[src/rtl/bben_pkg.sv]
package bben_pkg;

  // default sizes of the storage
  localparam int WIDTH_MAX_DEF  = 1024;
  localparam int RADIUS_MAX_DEF = 8;

  // fixed field widths
  localparam int PIX_W      = 16;
  localparam int SUM_W      = 25;
  localparam int IW_W       = 11;
  localparam int IH_W       = 13;
  localparam int IR_W       = 4;
  localparam int CFG_IDX_W  = 2;
  localparam int CFG_DATA_W = 13;

  // register indexes
  localparam logic [CFG_IDX_W-1:0] REG_WIDTH  = 2'd0;
  localparam logic [CFG_IDX_W-1:0] REG_HEIGHT = 2'd1;
  localparam logic [CFG_IDX_W-1:0] REG_RADIUS = 2'd2;

  // command codes
  localparam logic CMD_PIXEL = 1'b0;
  localparam logic CMD_DRAIN = 1'b1;

endpackage

[src/rtl/bben_div.sv]
module bben_div import bben_pkg::*; #(
  parameter int DW = SUM_W,
  parameter int NW = 9
) (
  input  logic          clk,
  input  logic          rst,
  input  logic          start,
  input  logic [DW-1:0] dividend,
  input  logic [NW-1:0] divisor,
  output logic          done,
  output logic [DW-1:0] quotient
);

  localparam int KW = $clog2(DW + 1);

  logic          busy;
  logic [KW-1:0] cnt;
  logic [DW-1:0] q;
  logic [NW:0]   r;
  logic [NW:0]   rs;
  logic          fits;

  // one quotient bit per cycle, restoring
  always_comb begin
    rs   = {r[NW-1:0], q[DW-1]};
    fits = rs >= {1'b0, divisor};
  end

  always_ff @(posedge clk) begin
    if (rst) begin
      busy <= 1'b0;
      done <= 1'b0;
      cnt  <= '0;
    end else begin
      done <= 1'b0;
      if (start) begin
        busy <= 1'b1;
        cnt  <= '0;
        q    <= dividend;
        r    <= '0;
      end else if (busy) begin
        q <= {q[DW-2:0], fits};
        r <= fits ? rs - {1'b0, divisor} : rs;
        if (cnt == KW'(DW - 1)) begin
          busy <= 1'b0;
          done <= 1'b1;
        end
        cnt <= cnt + 1'b1;
      end
    end
  end

  assign quotient = q;

endmodule

[config.mk]
export PLATFORM = sky130hd
export DESIGN_NAME = bben_div
export DESIGN_NICKNAME = d
export VERILOG_FILES = /design/src/rtl/bben_pkg.sv /design/src/rtl/bben_div.sv
export SDC_FILE = /design/constraint.sdc
export NUM_CORES = 1
export LEC_CHECK = 0
export ABC_AREA = 0
export BUFFER_PORTS_ARGS = -buffer_cell sky130_fd_sc_hd__buf_4
export CORE_MARGIN = 1.5
export CORE_UTILIZATION = 50
export DETAILED_ROUTE_END_ITERATION = 8
export PLACE_DENSITY = 0.77
export SYNTH_ARGS = -nofsm -noshare
export SYNTH_HDL_FRONTEND = slang
export SYNTH_SLANG_ARGS = --single-unit
[constraint.sdc]
create_clock -name clk -period 5.38 [get_ports clk]
set_clock_uncertainty 0.2 [all_clocks]
set_input_delay 1.076 -clock clk [delete_from_list [all_inputs] [get_ports clk]]
set_output_delay 1.076 -clock clk [all_outputs]
set_load 0.01 [all_outputs]
; ---- Word-level counts from Yosys, hierarchy flattened
; Cells that the tools add are included.
[totals]
regBits = 41
input_bits = 37
word_cells = 23
[op_classes]
addsub = 2
order_cmp = 1
eq_ne = 1
mux = 8
bitwise = 2
n_reduce_logical = 4
[op_table]
columns = op, n
row1 = 25-bit two-way mux, 2
row2 = 9-bit two-way mux, 2
row3 = 10-bit by 9-bit >= comparator with 1-bit output, 1
row4 = 9-bit subtractor, 1
row5 = "5-bit by 1-bit adder with 5-bit output, second input constant", 1
row6 = "5-bit == test, second input constant", 1
row7 = 1-bit two-way mux, 4
row8 = 3-bit OR reduction, 1
row9 = 1-bit NOT, 2
row10 = 2-bit AND reduction, 1
row11 = 2-bit nonzero test, 1
row12 = 2-bit OR reduction, 1

; ---- Depth between registers and ports, before layout
[logic_depth]
ltp_word = 4
ltp_mapped = 9
depth_no_buf = 9

; ---- Worst setup path before layout
; No wires, ideal clock.
[synth_timing]
path_type = in2reg
from = in start
to = reg q[0] (netlist: quotient[0]) (enable)
setup_time_ns = 0.427
arrival_ns = 3.062
t_required_ns = 4.753
slack_ns = 1.691
stages = 4
n_path_buf = 2
cell_sequence = buf_6 -> clkbuf_1 -> nor2_1 -> nor2_1
[synth_between]
elab_chain_len = 2
[synth_lines]
columns = element, line_no
row1 = from (decl), bben_div.sv:7  ; input logic start,
row2 = 2-bit nonzero test (no line), n/a
row3 = 2-bit AND reduction (no line), n/a
row4 = to (signal assigned), bben_div.sv:39  ; q <= dividend;
row5 = to (signal assigned), bben_div.sv:42  ; q <= {q[DW-2:0], fits};
row6 = to (decl), bben_div.sv:18  ; logic [DW-1:0] q;
; Every way passes these cells.
; A chain may end at the register's enable or synchronous reset.

; ---- Worst setup path in the final report
[layout_timing]
from = in divisor[7]
to = reg q[0] (netlist: quotient[0]), data pin
[layout_between]
elab_chain_len = 3
[layout_lines]
columns = element, line_no
row1 = from (decl), bben_div.sv:9  ; input logic [NW-1:0] divisor,
row2 = 10-bit by 9-bit >= comparator with 1-bit output, bben_div.sv:26  ; fits = rs >= {1'b0, divisor};
row3 = 25-bit two-way mux, bben_div.sv:41  ; end else if (busy) begin
row4 = 25-bit two-way mux, bben_div.sv:36  ; if (start) begin
; Every way passes these cells. The select of a mux whose other input is x is not followed.

==> results.cfg <==
[detailed_routing]
drt-total-wl_um = 4300
vias_per_cell = 5.26
drtIter0Drc = 53
dr_total_vias = 1537
antenna_left = 0
drc_errors = 0
first_pass_iters = 4
avgRoutedWirePerCell_um = 14.7

[setup_path]
startpoint_type = input pin
critPathCaptureType = flip-flop
cp.required_ps = 5220
path_class = in2reg
r2r-end = quotient[0]
cp.arrival_ps = 2960
cp_max_fo = 10
reg2reg_depth = 8
r2r_start = quotient[24]
r2r_setup_slack_ps = 2650

[global_routing]
grt_use_total = 0.188
antenna_found_initial = 0
grt_max_degree = 38
grt_pass1_vias = 1437
grt-ovfl-total = 0
grt_pass1_wl_um = 6390

[power]
p_leak_uw = 0.00116
p_total_uw = 735
irDropWorstVdd_v = 0.000133
power_density_nw_per_um2 = 266

[yosys]
synth_edf_count = 34
yosys_warnings = 0
async_flop_share = 0
ys.flop_type = edfxtp_1
synth.avg_cell_area_um2 = 12.2
syn_area_um2 = 2170
ys_ff_latch = 41
synth_seq_area_share = 0.535
syn_inst = 178
synth_cell_types = 40
synth_nets = 227

[floorplanning]
die_h_um = 68.9
core-area_um2 = 4090
io_pins = 63
fp.dieW_um = 68.9
fp-row-count = 23
start_util = 0.531
dieArea_um2 = 4750

[min_path]
holdPathEnd = cnt[4]
worstHoldStart = cnt[4]
hold_depth = 2
hold_path.class = reg2reg

[timing]
whs_ps = 330
rsz0062_at_grt = no
maxSlewHeadroom = 0.621
finalMaxSlewViolations = 0
final.setup.tns_ps = 0
hold_violations = 0
setup_viol = 0
min_period_ps = 3110
period_share = 0.579
max_freq_ghz = 0.321
tightest_slew_ps = 565

[cells_and_area]
final_core_util = 0.675
drive_gt1_frac = 0.417
syn2layout_area_growth_pct = 27.1
fill_cells = 326
regArea_um2 = 1160
final_cells = 292
diodes = 0
layout.nets = 291
multi_input_area_um2 = 925

[clock_network]
clk_latency_ps = 290
post_cts_buffers = 0
cts_root_buf = clkbuf_8
cts_max_path_buffers = 2
clk_pin_slew_ps = 70
cts_max_level = 2
cts_resized = 0
cts_tree = yes
clkSinkCount = 41
cts_made_buffers = 5
cts_hold_buf = 0

[run_status]
status = completed

[placement]
hpwl_um = 3240
place_congestion = 0.851
port_buffers = 62
dp_cells = 285

[job]
cap_violations = 0
kinds of logic after synthesis:
logic type                 synth area share
adders and majority gates            0.0726
and+or+nand+nor                      0.0945
AOI/OAI and AO/OA                    0.0951
DFF                                   0.535
muxes                                 0.134
buffers and inverters                0.0403
xor gates and xnor gates             0.0282
sequential cells by signal (all words and copies together) (netlist names):
signal and cells:
done 1, busy 1, quotient 25, r 9, cnt 5
synth_stat cells, drive strengths merged (2+ instances only):
library cell  count  area [um^2]
a211oi            4         30.0
a21o              3         23.8
a21oi             8         40.0
buf               2         16.3
clkbuf            4         15.0
dfxtp             7          140
edfxtp           34         1020
ha               11          138
inv              15         56.3
mux2             25          282
nand2            13         48.8
nand2b            2         12.5
nand3             3         15.0
nand4             3         18.8
nor2             12         45.0
nor3              2         10.0
o21ai             3         15.0
o21bai            2         15.0
or3               2         17.5
xnor2             4         35.0
xor2              3         26.3
cells in the final DEF, fill, tap and decap left out, types with 4 or more instances in the layout:
cell type | synthesis | layout
buf_4 | 0 | 63
a21oi_1 | 8 | 8
ha_1 | 11 | 11
mux2_2 | 25 | 25
clkbuf_8 | 0 | 5
inv_1 | 15 | 15
a211oi_1 | 4 | 4
dfxtp_1 | 7 | 7
nand2_1 | 13 | 13
edfxtp_1 | 34 | 34
xnor2_1 | 4 | 4
nor2_1 | 12 | 11
power by group:
part           internal [uW]  switching [uW]  total (uW)  leakage (uW)
Clock                   89.8             101         191     0.0000412
Combinational           82.1            76.7         159      0.000732
Sequential               371            13.1         384      0.000383
Total                    543             191         735       0.00116
through the flow:
step	area, um^2	setup WS, ps
6_report	2760	2270
5_1_grt	2760	2140
4_1_cts	2760	2300
3_5_place_dp	2680	1980
3_3_place_gp	2680	2040
2_1_floorplan	2170	1690
critical path: stages:
cell,delay [ps]
buf_4,80
inv_1,30
ha_1,350
a21o_2,240
a211oi_1,520
o211ai_2,330
mux2_2,340
layer usage:
layer / vias to the layer above / wire length (um) / GRT usage
li1: 778 / - / -
met1: 714 / 1830 / 0.229
met2: 39 / 2200 / 0.316
met3: 6 / 211 / 0.0536
met4: 0 / 63 / 0.0711
met5: - / 0 / 0
worst max-delay path by stage:
stage                     from          end  slack [ps]  depth (start not counted)
finish              divisor[7]  quotient[0]        2270                          7
CTS                 divisor[7]  quotient[0]        2300                          7
floorplan                start  quotient[0]        1690                          4
global route        divisor[7]         r[7]        2140                          8
global placement    divisor[0]  quotient[0]        2040                          8
detailed placement  divisor[7]  quotient[0]        1980                          7
layout make-up:
cell class	instances	area share
Timing Repair Buffer	63	0.171
Tap cell	50	0.0227
Inverter	15	0.0204
Multi-Input combinational cell	116	0.335
Clock buffer	6	0.0263
Sequential cell	41	0.421
Clock inverter	1	0.00317
Note: power is estimated with default switching activity, not from simulation.
